File: src/assert_macros.svh
// Assertion macros shared by the attitude update RTL.
// Needs signals clk and arst_n in the scope where a macro is used.
`ifndef ASSERT_MACROS_SVH
`define ASSERT_MACROS_SVH

// Same-cycle implication, disabled during reset
`define ASSERT_IMPL(lbl, ante, cons) \
	lbl: assert property (@(posedge clk) disable iff (!arst_n) (ante) |-> (cons)) \
		else $error("assertion failed");

// Next-cycle implication, disabled during reset
`define ASSERT_NEXT(lbl, ante, cons) \
	lbl: assert property (@(posedge clk) disable iff (!arst_n) (ante) |=> (cons)) \
		else $error("assertion failed");

`endif

File: src/dqa_pkg.sv
// Shared types, constants and helper functions of the attitude update block.
// No dependencies; imported by every module of the block.
`default_nettype none
package dqa_pkg;

	// Quaternion format Q2.QFRAC and CORDIC length
	localparam int QUAT_WIDTH    = 32;
	localparam int QFRAC         = QUAT_WIDTH - 2;
	localparam int CORDIC_STAGES = 24;

	// Internal widths
	localparam int RM_W  = 18;  // signed remapped offset, magnitude up to 65536
	localparam int OP_W  = 34;  // signed multiplier operand
	localparam int MAG_W = 33;  // operand magnitude
	localparam int RES_W = 52;  // signed multiplier result after shift
	localparam int ANG_W = 36;  // signed half angle residue, Q.30
	localparam int CRD_W = 34;  // signed CORDIC x/y, Q.30
	localparam int IDX_W = 5;   // CORDIC step index

	typedef logic signed [QUAT_WIDTH-1:0] quat_t;

	localparam longint Q_LIM = 64'sd1 <<< (QFRAC + 1);
	localparam quat_t  Q_ONE_Q = quat_t'(64'sd1 <<< QFRAC);
	localparam logic signed [OP_W-1:0] THREE_ONE = OP_W'(3 * (64'sd1 <<< QFRAC));

	localparam logic signed [CRD_W-1:0] CRD_START = CRD_W'(64'sd652032874);
	localparam logic signed [ANG_W-1:0] QUARTER_TURN = ANG_W'(64'sd843314857);
	localparam logic signed [ANG_W-1:0] HALF_PI = ANG_W'(64'sd1686629713);

	// Register indexes of the configuration port
	typedef enum logic [1:0] {
		REG_DEAD_ZONE = 2'd0,
		REG_YAW_RATE  = 2'd1,
		REG_PITCH_RATE = 2'd2
	} reg_idx_t;

	// Product shift codes of the shared multiplier
	typedef enum logic [1:0] {
		SH_0  = 2'd0,
		SH_Q  = 2'd1,
		SH_Q1 = 2'd2
	} shift_t;

	// Classified request passed from front to back
	typedef struct packed {
		logic signed [RM_W-1:0] rm_x;
		logic signed [RM_W-1:0] rm_y;
		logic [15:0]            dt;
	} cmd_t;

	// Saturate to the Q2.QFRAC range
	function automatic quat_t sat_q(input logic signed [RES_W-1:0] v);
		logic signed [RES_W-1:0] hi;
		logic signed [RES_W-1:0] lo;
		hi = RES_W'(Q_LIM - 64'sd1);
		lo = RES_W'(-Q_LIM);
		if (v > hi) begin
			return hi[QUAT_WIDTH-1:0];
		end else if (v < lo) begin
			return lo[QUAT_WIDTH-1:0];
		end
		return v[QUAT_WIDTH-1:0];
	endfunction

	// atan(2^-i) in Q.30
	function automatic logic [31:0] atan_q30(input logic [IDX_W-1:0] i);
		logic [31:0] v;
		unique case (i)
			5'd0:  v = 32'd843314856;
			5'd1:  v = 32'd497837829;
			5'd2:  v = 32'd263043836;
			5'd3:  v = 32'd133525158;
			5'd4:  v = 32'd67021686;
			5'd5:  v = 32'd33543515;
			5'd6:  v = 32'd16775850;
			5'd7:  v = 32'd8388437;
			5'd8:  v = 32'd4194282;
			5'd9:  v = 32'd2097149;
			5'd10: v = 32'd1048575;
			5'd11: v = 32'd524287;
			5'd12: v = 32'd262143;
			5'd13: v = 32'd131071;
			5'd14: v = 32'd65535;
			5'd15: v = 32'd32767;
			5'd16: v = 32'd16383;
			5'd17: v = 32'd8191;
			5'd18: v = 32'd4095;
			5'd19: v = 32'd2047;
			5'd20: v = 32'd1023;
			5'd21: v = 32'd511;
			5'd22: v = 32'd255;
			5'd23: v = 32'd127;
			5'd24: v = 32'd63;
			5'd25: v = 32'd31;
			5'd26: v = 32'd15;
			5'd27: v = 32'd8;
			5'd28: v = 32'd4;
			5'd29: v = 32'd2;
			5'd30: v = 32'd1;
			5'd31: v = 32'd0;
		endcase
		return v;
	endfunction

endpackage
`default_nettype wire

File: src/dqa_queue.sv
// Two-entry request queue between the front end and the back end.
// Uses dqa_pkg for the request type.
`default_nettype none
module dqa_queue (
	input  logic          clk,
	input  logic          arst_n,
	input  logic          wr_en,
	input  dqa_pkg::cmd_t wr_data,
	output logic          full,
	input  logic          rd_en,
	output dqa_pkg::cmd_t rd_data,
	output logic          empty
);
	import dqa_pkg::*;

	cmd_t       mem_q [2];
	logic       wp_q;
	logic       rp_q;
	logic [1:0] cnt_q;
	logic       do_wr;
	logic       do_rd;

	assign full    = (cnt_q == 2'd2);
	assign empty   = (cnt_q == 2'd0);
	assign do_wr   = wr_en && !full;
	assign do_rd   = rd_en && !empty;
	assign rd_data = mem_q[rp_q];

	// Pointers and fill count
	always_ff @(posedge clk or negedge arst_n) begin
		if (!arst_n) begin
			wp_q  <= 1'b0;
			rp_q  <= 1'b0;
			cnt_q <= 2'd0;
		end else begin
			if (do_wr) begin
				wp_q <= ~wp_q;
			end
			if (do_rd) begin
				rp_q <= ~rp_q;
			end
			if (do_wr && !do_rd) begin
				cnt_q <= cnt_q + 2'd1;
			end else if (do_rd && !do_wr) begin
				cnt_q <= cnt_q - 2'd1;
			end
		end
	end

	// Entry storage
	always_ff @(posedge clk) begin
		if (do_wr) begin
			mem_q[wp_q] <= wr_data;
		end
	end

endmodule
`default_nettype wire

File: config.mk
export PLATFORM = sky130hd
export DESIGN_NAME = dqa_queue
export DESIGN_NICKNAME = d
export VERILOG_FILES = /design/src/assert_macros.svh /design/src/dqa_pkg.sv /design/src/dqa_queue.sv
export SDC_FILE = /design/constraint.sdc
export NUM_CORES = 1
export LEC_CHECK = 0
export BUFFER_PORTS_ARGS = -buffer_cell sky130_fd_sc_hd__buf_2
export CAP_MARGIN = 20
export CORE_ASPECT_RATIO = 1.1
export CORE_MARGIN = 2
export CORE_UTILIZATION = 45
export CTS_BUF_LIST = sky130_fd_sc_hd__clkbuf_16
export CTS_CLUSTER_SIZE = 8
export DETAILED_ROUTE_END_ITERATION = 12
export PLACE_DENSITY = 0.7
export SLEW_MARGIN = 25
export SYNTH_ARGS = -nofsm -noshare
export SYNTH_HDL_FRONTEND = slang
export SYNTH_SLANG_ARGS = --single-unit
File: constraint.sdc
create_clock -name clk -period 4.7 [get_ports clk]
set_clock_uncertainty 0.2 [all_clocks]
set_input_delay 0.94 -clock clk [delete_from_list [all_inputs] [get_ports clk]]
set_output_delay 0.94 -clock clk [all_outputs]
set_load 0.05 [all_outputs]
==> metrics <==
Layout area overhead 21.30%; Power Density 741.1 mW/mm²; crit-path cells mux2_2 > buf_2; syn_nets 238; Worst Hold Class input pin to asynchronous set/reset pin; total CTS buffers 9; share of cells above drive strength 1 59.93%; Worst Path Max Fanout 53; ranking of synthesized cells by area edfxtp_1 (74%), mux2_4 (18%), buf_12 (2.4%); RSZ-0062 raised after global routing no; first-pass GRT wire length 9715 µm; ys async rst share 3.704%; dpl hpwl 4179 µm; Final Setup Violations 0; total I/O pin count 110; P_int 2263 µW; Setup Total Neg Slack 0 ns; Placer Congestion 0.6800; max incr delay on CP 1.07 ns; Critical path buffers and inverters 1; max_slew headroom 35.22%; Pwr Total 3776 µW; ANT cells 0; Sw Pwr 1513 µW; floorplan row count 36; Worst Reg-to-Reg Cells 4; post-CTS resize count 0; WP data required 3.56 ns; syn_area_per_cell 23.21 µm²; sequential share of power 39.8%; clock-pin slew on the worst setup and hold paths 0.06 ns; DRT antenna net count 0; DRT Wirelength 6372 µm; Worst setup SP type flip-flop; crit path time final 3.190 ns; Core Region 0.008964 mm²; CTS Hold Bufs 0; Arrival @ worst endpoint 2.05 ns; Post-CTS Setup Repair Bufs 0; synth cell count leaders edfxtp_1 (104), mux2_4 (49), buf_12 (5); Max clock buf depth 2; Crit. End Element output pin; peak supply drop 423.9 µV; Post-Syn Area 0.004200 mm²; maximum capacitance violations 0; Gate power share 41.4%; internal reg-to-reg setup slack 2.35 ns; Total Nets Final 354; via count 1964; Max H-tree Level 3; DR iter-0 viols 80; Die Span Y 105.3 µm; initial antenna violation count 1; #FFs+latches synth 108; gr usage total 12.94%; synth warn 0; Least-Margin Pin Slew 0.9717 ns; Lkg Pwr 0.002066 µW; Unique masters post-synth 15; CTS tree yes; Mapped Cells 181; Clock Power Share 18.8%; vias in the first global route 2013; worst r2r dst mem_q[0][38]; switching part of the total 40.07%; Post-synth EDFFs 104; Fin. Hold Viols 0; CP max stage cell dfrtp_4; CTS root buf clkbuf_16; DR vias/cell 4.721; most common cell in the netlist edfxtp_1; clk_lat worst skew 0.32 ns; CTS Sinks 108; area fraction of the dominant cell type after synthesis 74.35%; Die Area 0.01012 mm²; Tcrit/Tclk final 67.87%; status finished clean; Top FF cell, synth edfxtp_1; grt total ovfl 0; Max Slew Vio Count 0; Crit Path Category flip-flop to output pin; routed len/inst 15.32 µm; chip width 96.12 µm; input/output buffers 109; Seq/Total Area, Yosys 76.74%; Yosys top cell by area edfxtp_1; crit-path leading delay family flip-flops; Starting Density 46.86%; drt first pass iters 4; largest net degree at the start of global routing 54; f_max 313.5 MHz; R2R Path Start cnt_q[0]; DRC 0
==> power by group through the flow <==
stage | registers [µW] | logic (µW) | clock network [µW]
2_1_floorplan | 1400 | 1490 | 0
3_3_place_gp | 1520 | 1570 | 0
3_5_place_dp | 1530 | 1580 | 0
4_1_cts | 1510 | 1590 | 733
5_1_grt | 1540 | 1640 | 776
6_report | 1500 | 1560 | 711
==> worst register-to-register path, cell delays in order (launching register included) <==
cell and delay (ns):
dfrtp_1 0.43, nand2b_1 0.18, nand2_1 0.15, nor2_4 0.52
buf_4 0.51
==> routing by layer <==
| layer | wire length [µm] | GRT usage (%) | vias up |
|---|---|---|---|
| li1 | - | - | 941 |
| met1 | 2435 | 14.42 | 948 |
| met2 | 3429 | 22.67 | 61 |
| met3 | 365 | 3.145 | 12 |
| met4 | 129 | 6.224 | 2 |
| met5 | 13 | 0 | - |
==> worst max-delay path by stage <==
stage                     start           to  slack (ns)  depth (start not counted)
after detailed placement   rp_q  rd_data[47]        1.83                          2
after floorplan           wr_en  mem_q[0][0]        0.83                          2
after global placement     rp_q  rd_data[43]        1.84                          2
final                      rp_q  rd_data[47]        1.51                          2
after CTS                  rp_q  rd_data[47]        1.45                          2
after global routing       rp_q  rd_data[47]        1.41                          2
==> sequential cells by signal, indices dropped and copies added (netlist names) <==
signal	cells
cnt_q	2
mem_q	104
rp_q	1
wp_q	1
==> through the flow <==
| step | setup WS (ns) | area, µm² | instances | hold slack [ns] | util [%] |
|---|---|---|---|---|---|
| 3_3_place_gp | 1.838 | 4805 | 400 | 0.3018 | 53.60 |
| 2_1_floorplan | 0.8290 | 4200 | 181 | 0.2608 | - |
| 4_1_cts | 1.451 | 5095 | 416 | 0.1990 | 56.84 |
| 6_report | 1.510 | 5095 | 416 | 0.2122 | 56.84 |
| 3_5_place_dp | 1.825 | 4805 | 400 | 0.3396 | 53.60 |
| 5_1_grt | 1.406 | 5095 | 416 | 0.1964 | 56.84 |
==> logic make-up (layout without fill, tap and decap cells) <==
logic type	Yosys count	in the layout	share of synthesized area, %
mux	52	52	18.32
simple gates	6	6	0.6554
compound gates	1	1	0.1190
xor+xnor	5	5	1.043
fa+ha+maj	1	1	0.2978
flops	108	108	76.74
buf+inv	8	129	2.830
==> area by class of cell <==
| cell class | count | area, µm² |
|---|---|---|
| Fill cell | 714 | 3869 |
| Sequential cell | 108 | 3227 |
| Multi-Input combinational cell | 65 | 867.1 |
| Timing Repair Buffer | 111 | 560.5 |
| Clock buffer | 9 | 225.2 |
| Tap cell | 114 | 142.6 |
| Clock inverter | 7 | 65.06 |
| Inverter | 2 | 7.507 |
==> cell usage in the layout (no fill, tap or decap), drive strengths merged <==
cell / n
buf: 111
edfxtp: 104
mux2: 52
clkbuf: 9
clkinv: 4
dfrtp: 4
xnor2: 3
inv: 3
nor2: 3
xor2: 2
nand2b: 1
nand2: 1
o21ai: 1
and3: 1
ha: 1
clkinvlp: 1
bufinv: 1
Power figures use the tool's default switching activity.
