`src/assert_macros.svh`:
```
// Assertion macros shared by the attitude update RTL.
// Needs signals clk and arst_n in the scope where a macro is used.
`ifndef ASSERT_MACROS_SVH
`define ASSERT_MACROS_SVH

// Same-cycle implication, disabled during reset
`define ASSERT_IMPL(lbl, ante, cons) \
	lbl: assert property (@(posedge clk) disable iff (!arst_n) (ante) |-> (cons)) \
		else $error("assertion failed");

// Next-cycle implication, disabled during reset
`define ASSERT_NEXT(lbl, ante, cons) \
	lbl: assert property (@(posedge clk) disable iff (!arst_n) (ante) |=> (cons)) \
		else $error("assertion failed");

`endif

```
`src/dqa_pkg.sv`:
```
// Shared types, constants and helper functions of the attitude update block.
// No dependencies; imported by every module of the block.
`default_nettype none
package dqa_pkg;

	// Quaternion format Q2.QFRAC and CORDIC length
	localparam int QUAT_WIDTH    = 32;
	localparam int QFRAC         = QUAT_WIDTH - 2;
	localparam int CORDIC_STAGES = 24;

	// Internal widths
	localparam int RM_W  = 18;  // signed remapped offset, magnitude up to 65536
	localparam int OP_W  = 34;  // signed multiplier operand
	localparam int MAG_W = 33;  // operand magnitude
	localparam int RES_W = 52;  // signed multiplier result after shift
	localparam int ANG_W = 36;  // signed half angle residue, Q.30
	localparam int CRD_W = 34;  // signed CORDIC x/y, Q.30
	localparam int IDX_W = 5;   // CORDIC step index

	typedef logic signed [QUAT_WIDTH-1:0] quat_t;

	localparam longint Q_LIM = 64'sd1 <<< (QFRAC + 1);
	localparam quat_t  Q_ONE_Q = quat_t'(64'sd1 <<< QFRAC);
	localparam logic signed [OP_W-1:0] THREE_ONE = OP_W'(3 * (64'sd1 <<< QFRAC));

	localparam logic signed [CRD_W-1:0] CRD_START = CRD_W'(64'sd652032874);
	localparam logic signed [ANG_W-1:0] QUARTER_TURN = ANG_W'(64'sd843314857);
	localparam logic signed [ANG_W-1:0] HALF_PI = ANG_W'(64'sd1686629713);

	// Register indexes of the configuration port
	typedef enum logic [1:0] {
		REG_DEAD_ZONE = 2'd0,
		REG_YAW_RATE  = 2'd1,
		REG_PITCH_RATE = 2'd2
	} reg_idx_t;

	// Product shift codes of the shared multiplier
	typedef enum logic [1:0] {
		SH_0  = 2'd0,
		SH_Q  = 2'd1,
		SH_Q1 = 2'd2
	} shift_t;

	// Classified request passed from front to back
	typedef struct packed {
		logic signed [RM_W-1:0] rm_x;
		logic signed [RM_W-1:0] rm_y;
		logic [15:0]            dt;
	} cmd_t;

	// Saturate to the Q2.QFRAC range
	function automatic quat_t sat_q(input logic signed [RES_W-1:0] v);
		logic signed [RES_W-1:0] hi;
		logic signed [RES_W-1:0] lo;
		hi = RES_W'(Q_LIM - 64'sd1);
		lo = RES_W'(-Q_LIM);
		if (v > hi) begin
			return hi[QUAT_WIDTH-1:0];
		end else if (v < lo) begin
			return lo[QUAT_WIDTH-1:0];
		end
		return v[QUAT_WIDTH-1:0];
	endfunction

	// atan(2^-i) in Q.30
	function automatic logic [31:0] atan_q30(input logic [IDX_W-1:0] i);
		logic [31:0] v;
		unique case (i)
			5'd0:  v = 32'd843314856;
			5'd1:  v = 32'd497837829;
			5'd2:  v = 32'd263043836;
			5'd3:  v = 32'd133525158;
			5'd4:  v = 32'd67021686;
			5'd5:  v = 32'd33543515;
			5'd6:  v = 32'd16775850;
			5'd7:  v = 32'd8388437;
			5'd8:  v = 32'd4194282;
			5'd9:  v = 32'd2097149;
			5'd10: v = 32'd1048575;
			5'd11: v = 32'd524287;
			5'd12: v = 32'd262143;
			5'd13: v = 32'd131071;
			5'd14: v = 32'd65535;
			5'd15: v = 32'd32767;
			5'd16: v = 32'd16383;
			5'd17: v = 32'd8191;
			5'd18: v = 32'd4095;
			5'd19: v = 32'd2047;
			5'd20: v = 32'd1023;
			5'd21: v = 32'd511;
			5'd22: v = 32'd255;
			5'd23: v = 32'd127;
			5'd24: v = 32'd63;
			5'd25: v = 32'd31;
			5'd26: v = 32'd15;
			5'd27: v = 32'd8;
			5'd28: v = 32'd4;
			5'd29: v = 32'd2;
			5'd30: v = 32'd1;
			5'd31: v = 32'd0;
		endcase
		return v;
	endfunction

endpackage
`default_nettype wire

```
`src/dqa_front.sv`:
```
// Front end: takes an aim request and runs the dead zone remap of both axes.
// Uses dqa_pkg; one serial restoring divider shared by the two axes.
`default_nettype none
module dqa_front (
	input  logic                clk,
	input  logic                arst_n,
	input  logic                push,
	output logic                full,
	input  logic signed [15:0]  offset_x,
	input  logic signed [15:0]  offset_y,
	input  logic [15:0]         step_time,
	input  logic [15:0]         dz_width,
	output logic                cmd_valid,
	output dqa_pkg::cmd_t       cmd,
	input  logic                cmd_ready
);
	import dqa_pkg::*;

	localparam int DIV_STEPS = RM_W - 1;
	localparam logic [16:0] FULL_T = 17'h10000;

	typedef enum logic [2:0] {
		F_IDLE = 3'b001,
		F_DIV  = 3'b010,
		F_PUSH = 3'b100
	} fst_t;

	fst_t                   state_q;
	logic                   ax_q;
	logic signed [15:0]     oy_q;
	logic [15:0]            dt_q;
	logic signed [RM_W-1:0] rmx_q;
	logic signed [RM_W-1:0] rmy_q;
	logic [4:0]             cnt_q;
	logic [16:0]            rem_q;
	logic [16:0]            quo_q;
	logic [16:0]            nb_q;
	logic [16:0]            dv_q;
	logic                   zero_q;
	logic                   big_q;
	logic                   neg_q;

	// Division setup for the axis about to start
	logic signed [15:0] off_sel;
	logic signed [16:0] off_ext;
	logic [16:0]        mag17;
	logic [16:0]        a16;
	logic [16:0]        dz17;
	logic               s_zero;
	logic [16:0]        s_diff;
	logic [16:0]        s_dv;
	logic               s_big;

	assign off_sel = (state_q == F_IDLE) ? offset_x : oy_q;
	assign off_ext = 17'(off_sel);
	assign mag17   = off_ext[16] ? 17'(-off_ext) : 17'(off_ext);
	assign a16     = {mag17[15:0], 1'b0};
	assign dz17    = {1'b0, dz_width};
	assign s_zero  = (a16 <= dz17);
	assign s_diff  = a16 - dz17;
	assign s_dv    = FULL_T - dz17;
	assign s_big   = ({1'b0, s_diff} >= {s_dv, 1'b0});

	// One restoring step
	logic [17:0] sh;
	logic        ge;
	logic [17:0] sh_sub;
	assign sh     = {rem_q, nb_q[16]};
	assign ge     = (sh >= {1'b0, dv_q});
	assign sh_sub = sh - {1'b0, dv_q};

	// Clamp and sign
	logic [16:0]            t17;
	logic signed [RM_W-1:0] tpos;
	logic signed [RM_W-1:0] rm_fin;
	assign t17    = (big_q || quo_q > FULL_T) ? FULL_T : quo_q;
	assign tpos   = RM_W'(t17);
	assign rm_fin = zero_q ? '0 : (neg_q ? -tpos : tpos);

	always_ff @(posedge clk or negedge arst_n) begin
		if (!arst_n) begin
			state_q <= F_IDLE;
			ax_q    <= 1'b0;
			cnt_q   <= '0;
		end else begin
			unique case (state_q)
				F_IDLE: begin
					if (push) begin
						oy_q    <= offset_y;
						dt_q    <= step_time;
						ax_q    <= 1'b0;
						zero_q  <= s_zero;
						big_q   <= s_big;
						neg_q   <= off_sel[15];
						dv_q    <= s_dv;
						rem_q   <= {1'b0, s_diff[16:1]};
						nb_q    <= {s_diff[0], 16'b0};
						quo_q   <= '0;
						cnt_q   <= '0;
						state_q <= F_DIV;
					end
				end
				F_DIV: begin
					if (cnt_q == 5'(DIV_STEPS)) begin
						if (!ax_q) begin
							rmx_q  <= rm_fin;
							ax_q   <= 1'b1;
							zero_q <= s_zero;
							big_q  <= s_big;
							neg_q  <= off_sel[15];
							dv_q   <= s_dv;
							rem_q  <= {1'b0, s_diff[16:1]};
							nb_q   <= {s_diff[0], 16'b0};
							quo_q  <= '0;
							cnt_q  <= '0;
						end else begin
							rmy_q   <= rm_fin;
							state_q <= F_PUSH;
						end
					end else begin
						rem_q <= ge ? sh_sub[16:0] : sh[16:0];
						quo_q <= {quo_q[15:0], ge};
						nb_q  <= {nb_q[15:0], 1'b0};
						cnt_q <= cnt_q + 5'd1;
					end
				end
				F_PUSH: begin
					if (cmd_ready) begin
						state_q <= F_IDLE;
					end
				end
				default: state_q <= F_IDLE;
			endcase
		end
	end

	assign full      = (state_q != F_IDLE);
	assign cmd_valid = (state_q == F_PUSH);
	assign cmd.rm_x  = rmx_q;
	assign cmd.rm_y  = rmy_q;
	assign cmd.dt    = dt_q;

endmodule
`default_nettype wire

```
`config.mk`:
```
export PLATFORM = sky130hd
export DESIGN_NAME = dqa_front
export DESIGN_NICKNAME = d
export VERILOG_FILES = /design/src/assert_macros.svh /design/src/dqa_pkg.sv /design/src/dqa_front.sv
export SDC_FILE = /design/constraint.sdc
export NUM_CORES = 1
export LEC_CHECK = 0
export ABC_AREA = 1
export BUFFER_PORTS_ARGS = -buffer_cell sky130_fd_sc_hd__buf_2
export CAP_MARGIN = 20
export CORE_ASPECT_RATIO = 0.7
export CORE_MARGIN = 4
export CORE_UTILIZATION = 52
export CTS_BUF_LIST = sky130_fd_sc_hd__clkbuf_8 sky130_fd_sc_hd__clkbuf_16
export DETAILED_ROUTE_END_ITERATION = 8
export PLACE_DENSITY = 0.86
export SETUP_SLACK_MARGIN = 0.15
export SKIP_LAST_GASP = 1
export SYNTH_ARGS = -nofsm -noshare
export SYNTH_HDL_FRONTEND = slang
export SYNTH_SLANG_ARGS = --single-unit
export TNS_END_PERCENT = 100
```
`constraint.sdc`:
```
create_clock -name clk -period 4 [get_ports clk]
set_input_delay 0.8 -clock clk [delete_from_list [all_inputs] [get_ports clk]]
set_output_delay 0.8 -clock clk [all_outputs]
set_load 0.01 [all_outputs]
```
==> results of run 1 <==
-- what timing repair did --
action                     in CTS  in global routing
pin swaps                       9                 45
gates cloned                    1                  0
gates resized for setup        37                 65
buffers inserted                8                 10
hold buffers                    0                  0
setup endpoints to repair       1                  2
-- layout make-up --
| type | instances | area [sq um] | area share [%] |
|---|---|---|---|
| Tap cell | 220 | 275 | 2.50 |
| Sequential cell | 132 | 3920 | 35.7 |
| Multi-Input combinational cell | 703 | 4340 | 39.5 |
| Inverter | 165 | 622 | 5.66 |
| Clock buffer | 17 | 425 | 3.87 |
| Clock inverter | 15 | 176 | 1.61 |
| Timing Repair Buffer | 200 | 1230 | 11.2 |
-- critical path, stage by stage, from the launching register on --
cell	delay, ps
dfrtp_1	410
nor2_4	70
nand2_4	130
inv_4	70
buf_4	140
nand2_1	80
nand2_2	100
nor2_4	170
nand2_2	90
nor2_4	170
buf_6	120
nand2_2	60
buf_4	150
o21ai_1	190
xor2_1	190
ha_1	280
a21oi_1	250
a21boi_2	280
nand2_1	110
nand2_1	90
nand2_1	90
ha_1	280
nand2_1	60
o21bai_1	120
nand2_1	90
a21oi_2	150
nor2_1	60
-- power by group through the flow --
stage               clock network, mW  logic [mW]  registers (mW)
global placement                    0        5.40            2.17
finish                           1.61        7.00            2.17
detailed placement                  0        5.57            2.19
global route                     1.69        7.69            2.20
CTS                              1.62        6.05            2.16
floorplan                           0        3.75            2.15
-- path summary, 6_finish.rpt --
path                               from          to  slack, ps  cells after the start
min in group clk           step_time[2]     dt_q[2]        540                      1
min reg2reg                    cnt_q[0]    cnt_q[0]        580                      1
max                          state_q[2]       big_q       -280                     26
max reg2reg                  state_q[2]       big_q       -280                     26
max in group asynchronous        arst_n  state_q[0]       3510                      1
min                              arst_n    cnt_q[3]        230                      1
-- cells by family (layout without fill, tap and decap cells) --
logic type                 Yosys count  after routing  synth area share [%]
buffers and inverters              181            397                  8.38
AOI/OAI and AO/OA                  147            147                  9.77
and+or+nand+nor                    459            460                  23.2
adders and majority gates           54             54                  8.06
xor gates and xnor gates            42             42                  4.34
DFF                                132            132                  46.2
-- state kept, by name, indices dropped and copies added, names as in the netlist --
signal	count
ax_q	1
big_q	1
cnt_q	5
dt_q	16
dv_q	17
nb_q	1
neg_q	1
oy_q	16
quo_q	17
rem_q	17
rmx_q	18
rmy_q	18
state_q	3
zero_q	1
-- per-layer routing --
metal / up-vias / share of wire, %
li1: 3789 / -
met1: 3709 / 43
met2: 392 / 47
met3: 57 / 8.0
met4: 0 / 2.4
met5: - / 0
-- Yosys cell counts (2+ instances only) --
cell / instances
nand3b_1: 4
a31oi_1: 5
o21ai_2: 5
o21ai_0: 48
a21o_1: 2
nor2_4: 2
nand2_1: 248
clkbuf_1: 5
a21oi_1: 50
o21ai_1: 11
o22ai_1: 4
ha_1: 53
nor2_1: 95
buf_2: 5
o21bai_1: 4
xor2_1: 31
a21boi_0: 2
or2_2: 3
buf_6: 2
o211ai_1: 8
o31ai_1: 3
nand3_1: 53
edfxtp_1: 123
nand4_1: 18
nor4_1: 4
buf_4: 2
o41ai_1: 2
a22oi_1: 2
and2_1: 4
inv_1: 160
nor3_1: 17
dfrtp_1: 8
nor2_2: 3
xnor2_1: 11
inv_2: 3
buf_1: 2
-- cells in the final DEF, fill, tap and decap left out, types with 13 or more instances in the layout --
cell type / instances
a21oi_1: 39
buf_2: 121
buf_4: 73
clkbuf_16: 17
edfxtp_1: 123
ha_1: 41
inv_1: 157
nand2_1: 230
nand2_2: 17
nand3_1: 50
nand4_1: 18
nor2_1: 87
nor3_1: 13
o21ai_0: 42
xor2_1: 26
-- through the flow --
stage | setup TNS [ps] | cells | worst slack (ps) | cell area [sq um]
3_5_place_dp | -293 | 1401 | -293 | 9750
3_3_place_gp | -96.2 | 1401 | -96.2 | 9750
5_1_grt | -400 | 1452 | -400 | 11000
4_1_cts | 0 | 1442 | 101 | 10600
2_1_floorplan | 0 | 1015 | 163 | 8480
6_report | -281 | 1452 | -281 | 11000
==> results.md, run 1 <==
- Fill cells in the final layout number 1119.
- Pin placement for this block handled 122 I/O pins.
- In the global route stage, met1 resource usage came out at 32.1%.
- Counting the buffers created by CTS gives 17.
- For this run, design rule violations remaining after detail routing come to 0.
- The number of sinks on the clock net is roughly 130.
- The capturing element type of the critical path is a flip-flop.
- For the worst-skew pair, the clock arrives at the later sink with an insertion delay of 420 ps.
- The worst hold path class is primary input to async pin.
- The floorplan die width is 161 microns.
- The max-capacitance violation count is 0.
- The top flip-flop cell by instance count after synthesis is edfxtp_1.
- The post-detailed-route wirelength per cell is 16.0 microns.
- The wire-length estimate of the detail-placed layout is 15900 microns.
- At the pin with the least slew margin, the transition time is ~800 ps.
- The largest total area in the synthesized netlist belongs to edfxtp_1.
- The share of total power dissipated in sequential elements is approximately a fifth.
- Measured on the finished design, the core utilization comes to about 70%.
- Data arrives at the worst endpoint at 4450 ps.
- The die area is 0.0184 sq mm.
- The floorplan has 38 rows.
- The worst slack on hold paths is 233 ps.
- The total area inside the core boundary comes to 0.0157 sq mm.
- Dividing the detail-routed via count by the number of cells gives 5.47.
- The power density over the cells is 981 mW/mm^2.
- The required arrival time at the worst endpoint is 4170 ps.
- The final-report max-slew violation count came to 0.
- The via count of the first global-routing pass is 7502.
- The critical path start-end classification is flip-flop to flip-flop.
- The number of library cell types mapped by synthesis is roughly 50.
- The async set-reset flop share out of synthesis is between 6 and 7%.
- The hold violation total from the final report is 0.
- The first global-routing pass estimated 35100 microns of wire.
- Relative to the synthesized area, the layout overhead comes to 29.6%.
- The number of antenna violations at the first check in global routing is 0.
- The number of I/O port buffers is 121.
- The cell-internal power is 5.90 mW.
- TritonCTS built the clock tree.
- The post-CTS clock slew at the launch and capture registers of the worst setup and hold paths is about 60 ps.
- The number of optimization iterations in the first detailed-route pass is 5.
- The maximum number of pins on one net before global-route repair is 47.
- The global route total overflow is 0.
- The leakage power summed over all cells is 5.16 nW.
- Ranked by total cell area, the synthesized netlist is headed by edfxtp_1 (44%), nand2_1 (11%), ha_1 (7.8%), inv_1 (7.1%), nor2_1 (4.2%).
- Derived from the worst setup path, the maximum achievable clock frequency is 234 MHz.
- Net switching is a little under half of the power.
- Dividing the final minimum period by the clock period gives 107%.
- The checks that failed: setup timing.
- The number of register bits inferred by synthesis is 132.
- Global routing consumed, on the met3 layer, 5.12% of the routing resources.
- The cell area that synthesis handed to floorplanning was approximately 0.0085 sq mm.
- The fraction of post-synthesis cell area in the top cell type by area is between 40% and 50%.
- The relative max-transition margin is 46.4%.
- The net count after synthesis is 1137.
- The worst path setup slack after routing is -281 ps.
- The share of layout cells above drive strength 1 is 27.3%.
- The smallest clock period supported by the final layout is computed as 4280 ps.
- The routed design has ~23000 microns of wire.
- The final route contains 7947 vias.
- The routability congestion estimate is approximately 0.95.
- The net switching power is 4.88 mW.
- The Yosys warning count is 0.
- STA classifies the critical path startpoint as a flip-flop.
- A synthesized cell averages 8.35 sq um.
- Global routing consumed, on the met2 layer, 38.5% of the routing resources.
- Setup repair after global routing could not meet its margin everywhere.
- The net count of the finished layout is 1341.
- For this configuration, the core starts out at a cell density of between 50% and 60%.
- Setup violations remaining at the end of the flow were counted as 1.
- The biggest fanout along the worst timing path is 6.
- The count of inserted antenna diode cells is 0.
- The number of enable flip-flop cells after synthesis is 123.
- The portion of total power attributed to the clock network is around 15%.
- Measured along the y axis, the die boundary spans 115 microns.
- The total global-route track usage is 23.7%.
- In this run the clock root is driven by a clkbuf_16.
- The H-tree generated during clock tree synthesis spans 4 levels.
- The most heavily used metal layer in global routing is met2.
- The final setup skew is roughly 17 ps.
- The combinational cell fraction of total power is 65.0%.
- The worst ir drop on vdd is ~600 uV.
- Synthesis produced a netlist whose cell count is between 1000 and 1500.
- The flow ran to the end, but the final reports show violations.
- For this block, the initial DRC count from the detailed router was 746.
- The longest clock path from root to sink contains 2 buffers.
- Sequential cells were found to cover between 40% and 50% of the synthesized design area.
- The count of nets left with antenna violations once routing finished came out at 0.
- Overall power consumption after layout is estimated at 10.8 mW.
Power figures use the tool's default switching activity.
==> inputs of run 2 (changes only) <==
Settings changed: RECOVER_POWER set to 50.
==> results.md, run 2 (same netlist as run 1, synthesis figures left out) <==
- The final setup skew is 17.1 ps (+0.463 ps).
- The part of the total power dissipated in sequential elements is 20.2% (about the same).
- The maximum clock path buffer count came to 2 (unchanged).
- The clock latency of the later-clocked register in the worst-skew pair is 420 ps (about the same).
- The max-capacitance violation count is 0 (unchanged).
- The die outline height is 115 microns (unchanged).
- The run finished, with violations left.
- The core region area is 0.0157 sq mm (unchanged).
- The routed wire length is 23300 microns (about the same).
- The family with the most delay on the worst path is simple AND/OR/NAND/NOR gates.
- The floorplan die width was 161 microns (unchanged).
- TritonCTS built the clock tree.
- The number of optimization iterations in the first detailed-route pass was 6 (+1).
- The initial core utilization is 53.9% (unchanged).
- The final-report max-slew violation count was 0 (unchanged).
- The critical register-to-register path endpoint is big_q.
- On the critical path, the stage with the largest delay is an instance of dfrtp_1.
- The initial DRC count is 745 (-0.13%).
- The hold violation total from the final report is 0 (unchanged).
- The maximum number of pins on one net before global-route repair is 47 (unchanged).
- The CTS root buffer is clkbuf_16.
- The worst slack on hold paths was 343 ps (+111 ps).
- The sum of buffers and inverters on the critical path is 4 (unchanged).
- The slew at the pin closest to its max-slew limit was 791 ps (-3.37 ps).
- The cell-internal power was 5.90 mW (about the same).
- The reg-to-reg setup timing slack was -260 ps (+20 ps).
- The layout-stage area growth over the synthesis result is 29.6% (about the same).
- The critical path in this run is classified as flip-flop to flip-flop.
- The count of inserted antenna diode cells is 0 (unchanged).
- The number of sinks on the clock net was 132 (unchanged).
- The worst hold path belongs to the class primary input to async pin.
- The relative max-transition margin is 46.6% (+0.23 points).
- The post-CTS clock slew at the launch and capture registers of the worst setup and hold paths is 60 ps (about the same).
- The row count is 38 (unchanged).
- The endpoint arrival time on the critical path is 4430 ps (-20 ps).
- The share of layout cells above drive strength 1 was 26.9% (-0.32 points).
- The number of I/O port buffers was 121 (unchanged).
- The global route total overflow is 0 (unchanged).
- The total clock buffers created by CTS was 17 (unchanged).
- The clock period minus worst slack came to 4260 ps (-18.8 ps).
- The routability congestion estimate is 0.954 (unchanged).
- The power density over the cells came to 981 mW/mm^2 (about the same).
- The worst setup path is launched from a flip-flop.
- Setup repair after global routing could not meet its margin everywhere.
- The leakage power summed over all cells is 5.15 nW (-0.21%).
- The total number of vias is 7917 (-0.38%).
- The number of setup violations in the final report is 1 (unchanged).
- The number of antenna violations at the first check in global routing is 0 (unchanged).
- The maximum cell stage delay along the critical path came to 400 ps (about the same).
- The worst path setup slack after routing is -262 ps (+18.8 ps).
- The setup TNS is -262 ps (+18.8 ps).
- The half-perimeter wire length of the detailed placement result came to 15900 microns (unchanged).
- The detailed-route DRC error count was 0 (unchanged).
- The count of nets after finishing was 1341 (unchanged).
- The number of levels the H-tree was split into is 4 (unchanged).
- The filler cell count in the final layout was 1121 (+0.18%).
- The worst flop-to-flop path startpoint is state_q[2].
- The via count of the first global-routing pass is 7502 (unchanged).
- The fmax is 235 MHz (+0.44%).
- In the final layout, the registers with the most flip-flops are rmx_q (18), rmy_q (18).
- The final reports fail on setup timing.
- The first-pass GRT wire length was 35100 microns (unchanged).
- The routed via count divided by cell count was 5.45 (-0.38%).
- The portion of total power attributed to the clock network is 14.9% (about the same).
- The die area was 0.0184 sq mm (unchanged).
- The combinational cell fraction of total power is 64.9% (about the same).
- The post-detailed-route count of antenna-violating nets is 0 (unchanged).
- In the layout the commonest cells are nand2_1 (230), inv_1 (157), edfxtp_1 (123).
- The post-detailed-route wirelength per cell is 16.0 microns (about the same).
- The share of total power consumed by net switching was 45.3% (about the same).
- The biggest fanout along the worst timing path was 6 (unchanged).
- The total global-route track usage is 23.7% (unchanged).
- The worst ir drop on vdd is 583 uV (about the same).
- The dominant cell type by count on the critical path is nand2_1.
- Leaving out fill and tap cells, the most frequent cell in the layout is nand2_1.
- The final period utilization is 107% (-0.47 points).
- The worst reg2reg path depth is 26 (unchanged).
- The worst setup path is captured at a flip-flop.
- The number of primary I/O pins is 122 (unchanged).
- The net switching power is 4.88 mW (about the same).
- The required arrival time at the worst endpoint is 4170 ps (about the same).
-- run 2: metal layers --
metal / global-route usage [%] / part of all wire [%]
met1: 32.1 / 43
met2: 38.5 / 47
met3: 5.12 / 8.0
met4: 7.79 / 2.4
met5: 0 / 0
-- run 2: layout make-up --
cell class,count,area (sq um),area share (%)
timing repair buffer,200,1220,11.2
tap,220,275,2.51
multi-input combinational,703,4340,39.5
sequential,132,3920,35.7
inverter,165,622,5.66
clock inverter,15,176,1.61
clock buffer,17,425,3.87
-- run 2: repair_timing --
action	4_1_cts	5_1_grt
pin swaps	9	45
endpoints found under the setup margin	1	2
gates resized for setup	37	65
hold buffers	0	0
buffers inserted	8	10
cloned	1	0
-- run 2: worst reg2reg max path, delay by kind of cell, from the launching register on --
kind	cells	cell delay, ps
DFF	1	400
AOI/OAI and AO/OA	5	990
adders and majority gates	2	560
and+or+nand+nor	14	1370
buffers and inverters	4	480
xor gates and xnor gates	1	190
-- run 2: through the flow --
stage	instances	util, %	total power, mW	instance area [sq um]	worst slack, ps
6_report	1452	69.8	10.8	11000	-262
5_1_grt	1452	69.8	11.6	11000	-400
4_1_cts	1442	67.7	9.83	10600	101
3_5_place_dp	1401	62.0	7.76	9750	-293
3_3_place_gp	1401	62.0	7.57	9750	-96.2
2_1_floorplan	1015	-	5.90	8480	163
-- run 2: worst max path at each step --
stage / startpoint / to / slack (ps) / depth (start not counted)
after floorplan: offset_x[0] / big_q / 160 / 23
after global placement: offset_x[0] / big_q / -100 / 25
after detailed placement: offset_x[0] / big_q / -290 / 27
after CTS: state_q[1] / big_q / 100 / 27
after global routing: state_q[2] / big_q / -400 / 26
final: state_q[2] / big_q / -260 / 26
-- run 2: power groups by stage --
stage	Clock (mW)	Sequential [mW]	Combinational [mW]
after floorplan	0	2.15	3.75
after global placement	0	2.17	5.40
after detailed placement	0	2.19	5.57
after CTS	1.62	2.16	6.05
after global routing	1.69	2.20	7.69
final	1.61	2.17	7.00
==> inputs of run 3 (changes only) <==
Settings changed: PLACE_DENSITY 0.86 to 0.84.
Clock period 4 ns to 5.3 ns, I/O delays scaled along.
==> results.md, run 3 (same netlist as run 1, synthesis figures left out) <==
- The number of optimization iterations in the first detailed-route pass is 6 (unchanged).
- The biggest fanout along the worst timing path is 25 (+19).
- The half-perimeter wire length of the detailed placement result is 15500 microns (-2.4%).
- The first-pass GRT wire length is 33200 microns (-5.4%).
- The floorplan die width came to 161 microns (unchanged).
- The endpoint arrival time on the critical path was 4690 ps (+260 ps).
- The final setup skew was 13.1 ps (-4.02 ps).
- The post-CTS setup buffer count came to 0 (-8).
- The maximum number of pins on one net before global-route repair was 47 (unchanged).
- The source of the worst hold timing path is cnt_q[1].
- The core region area is 0.0157 sq mm (unchanged).
- The TritonCTS clock tree is done.
- The total global-route track usage is 22.5% (-1.2 points).
- The required arrival time at the worst endpoint is 5460 ps (+1290 ps).
- In the final layout, the registers with the most flip-flops are rmx_q (18), rmy_q (18).
- The post-CTS clock slew at the launch and capture registers of the worst setup and hold paths is 60 ps (about the same).
- The sequential standard cell area is 0.00392 sq mm (unchanged).
- The total number of vias is 7239 (-8.6%).
- The initial core utilization is 53.9% (unchanged).
- The global route total overflow was 0 (unchanged).
- The final standard cell area without fillers is 0.00984 sq mm (-10%).
- The leakage power summed over all cells is 4.56 nW (-11%).
- The worst reg2reg path depth was 24 (-7.7%).
- The power density over the cells is 663 mW/mm^2 (-32%).
- The net switching power came to 2.99 mW (-39%).
- The combinational cell fraction of total power is 56.6% (-8.3 points).
- The instance area after placement is 0.00934 sq mm (-4.2%).
- The wire length on met2 is 8780 microns (-19%).
- The count of nets after finishing is 1267 (-5.5%).
- The critical register-to-register path endpoint is big_q.
- The cell-internal power is 3.53 mW (-40%).
- In the layout the commonest cells are nand2_1 (248), inv_1 (162), edfxtp_1 (123).
- The part of the total power dissipated in sequential elements was 25.2% (+5.0 points).
- The setup TNS was 0 ps (+262 ps).
- In this run the critical register-to-register path is launched from state_q[0].
- STA classifies the critical path endpoint as a flip-flop.
- The worst hold endpoint is cnt_q[1].
- The initial DRC count is 614 (-18%).
- The via count of the first global-routing pass is 6932 (-7.6%).
- The number of setup violations in the final report is 0 (-1).
- The post-detailed-route count of antenna-violating nets was 0 (unchanged).
- The final-report max-slew violation count is 33 (+33).
- The die outline height is 115 microns (unchanged).
- The clock latency of the later-clocked register in the worst-skew pair came to 410 ps (about the same).
- The min-delay analysis places its worst path in the category flip-flop to flip-flop.
- The number of I/O port buffers is 121 (unchanged).
- The flow ran to the end, but the final reports show violations.
- The number of sinks on the clock net is 132 (unchanged).
- The total placed cells including tap cells came to 1346 (-3.9%).
- The reg-to-reg setup timing slack is 770 ps (+1030 ps).
- The routability congestion estimate came to 0.958 (+0.39%).
- The portion of total power attributed to the clock network is 18.3% (+3.4 points).
- The routed via count divided by cell count came to 5.25 (-3.7%).
- The number of cells upsized or downsized after cts is 0 (-100%).
- The detailed-route DRC error count came to 0 (unchanged).
- The clock period minus worst slack is 4530 ps (+265 ps).
- The worst setup path is launched from a flip-flop.
- The final period utilization is 85.4% (-21 points).
- The routed wire length came to 20100 microns (-14%).
- The worst ir drop on vdd was 354 uV (-39%).
- CTS placed an instance of clkbuf_16 at the clock tree root.
- The number of levels the H-tree was split into is 4 (unchanged).
- The wire length the detailed router placed on met1 came to 9260 microns (-7.9%).
- The share of total power consumed by net switching is 45.9% (+0.61 points).
- The hold buffer count at CTS is 0 (unchanged).
- The checks that failed: capacitance limit, slew limit.
- Setup repair after global routing left no endpoint under its margin.
- The multi-input combinational cell area is 0.00385 sq mm (-11%).
- The final standard cell count with taps included and fillers excluded was 1378 (-5.1%).
- In this run the top signal layer used is met4.
- The max-capacitance violation count came to 1 (+1).
- The overall power after layout was 6.52 mW (-40%).
- Along the worst hold path, the cell count comes to 2.
- The most common library cell in the layout ignoring fill and taps is nand2_1.
- The slew at the pin closest to its max-slew limit is 1570 ps (+775 ps).
- The hold violation total from the final report is 0 (unchanged).
- The row count was 38 (unchanged).
- The count of inserted antenna diode cells is 0 (unchanged).
- The maximum clock path buffer count was 2 (unchanged).
- The layout-stage area growth over the synthesis result is 16.0%.
- The share of layout cells above drive strength 1 is 10.5% (-16 points).
- The filler cell count in the final layout is 1357 (+21%).
- The worst slack on hold paths is 589 ps (+245 ps).
- The number of antenna violations at the first check in global routing is 0 (unchanged).
- The worst setup path is of the flip-flop to flip-flop kind.
- The die area came to 0.0184 sq mm (unchanged).
- The relative max-transition margin is -4.38% (-51 points).
- The post-detailed-route wirelength per cell came to 14.6 microns (-9.2%).
- The routed wire length on met3 is 1760 microns (-4.9%).
- The total clock buffers created by CTS was 17 (unchanged).
- The number of primary I/O pins is 122 (unchanged).
- The fmax came to 221 MHz (-5.9%).
run 3: cell count changes in the layout (fill, tap and decap cells not counted), moves of 6 or more:
cell,change
ha_1,+12
ha_4,-11
nand2_2,-16
clkbuf_1,+54
nand2_1,+18
buf_4,-71
o21ai_0,+6
nor2_2,-6
buf_2,-50
a21oi_2,-10
a21oi_1,+11
nor2_1,+8
o21ai_4,-6
run 3: power groups by stage:
stage | Clock [mW] | Sequential, mW | Combinational [mW]
final | 1.19 | 1.64 | 3.69
after global routing | 1.26 | 1.66 | 4.25
after floorplan | 0 | 1.62 | 2.83
after global placement | 0 | 1.65 | 3.51
after detailed placement | 0 | 1.66 | 3.61
after CTS | 1.21 | 1.64 | 3.65
run 3: how the worst max path moves through the flow:
stage | from | endpoint | slack, ps | cells past startpoint
2_1_floorplan | offset_x[0] | big_q | 1160 | 25
3_3_place_gp | offset_x[0] | big_q | 770 | 26
3_5_place_dp | offset_x[0] | big_q | 680 | 27
4_1_cts | state_q[0] | big_q | 900 | 27
5_1_grt | state_q[0] | big_q | 310 | 27
6_report | state_q[0] | big_q | 770 | 24
run 3: worst max-delay path: stages, from the launching register on:
cell      delay, ps
dfstp_1         680
nand2_4         240
inv_4           200
nand2_1          90
o21ai_2         110
nand3_1         190
nor2_4          200
nand2_1         120
o21ai_1         170
xnor2_1         140
inv_1            60
ha_1            340
nand2_1          90
nand2_1          70
a31oi_1         220
o21ai_0         120
a21boi_0        240
nand3_1         130
and2_1          180
ha_1            280
nand2_1          70
o21bai_1        100
nand2_1          60
a21oi_1         120
nor2_1           50
run 3: metrics by stage:
step	setup WS, ps	utilization [%]
floorplan	1160	-
global placement	770	59.4
detailed placement	678	59.4
CTS	902	63.2
global route	308	62.5
finish	773	62.5
run 3: metal layers:
layer | vias to the layer above | global-route usage, %
met2 | 282 | 35.5
li1 | 3636 | -
met5 | - | 0
met1 | 3296 | 31.1
met3 | 25 | 5.84
met4 | 0 | 6.19
run 3: area by class of cell:
class	instances	share of cell area, %
Clock buffer	18	4.46
Sequential cell	132	39.8
Clock inverter	14	1.67
Tap cell	220	2.80
Timing Repair Buffer	127	5.77
Multi-Input combinational cell	702	39.1
Inverter	165	6.32
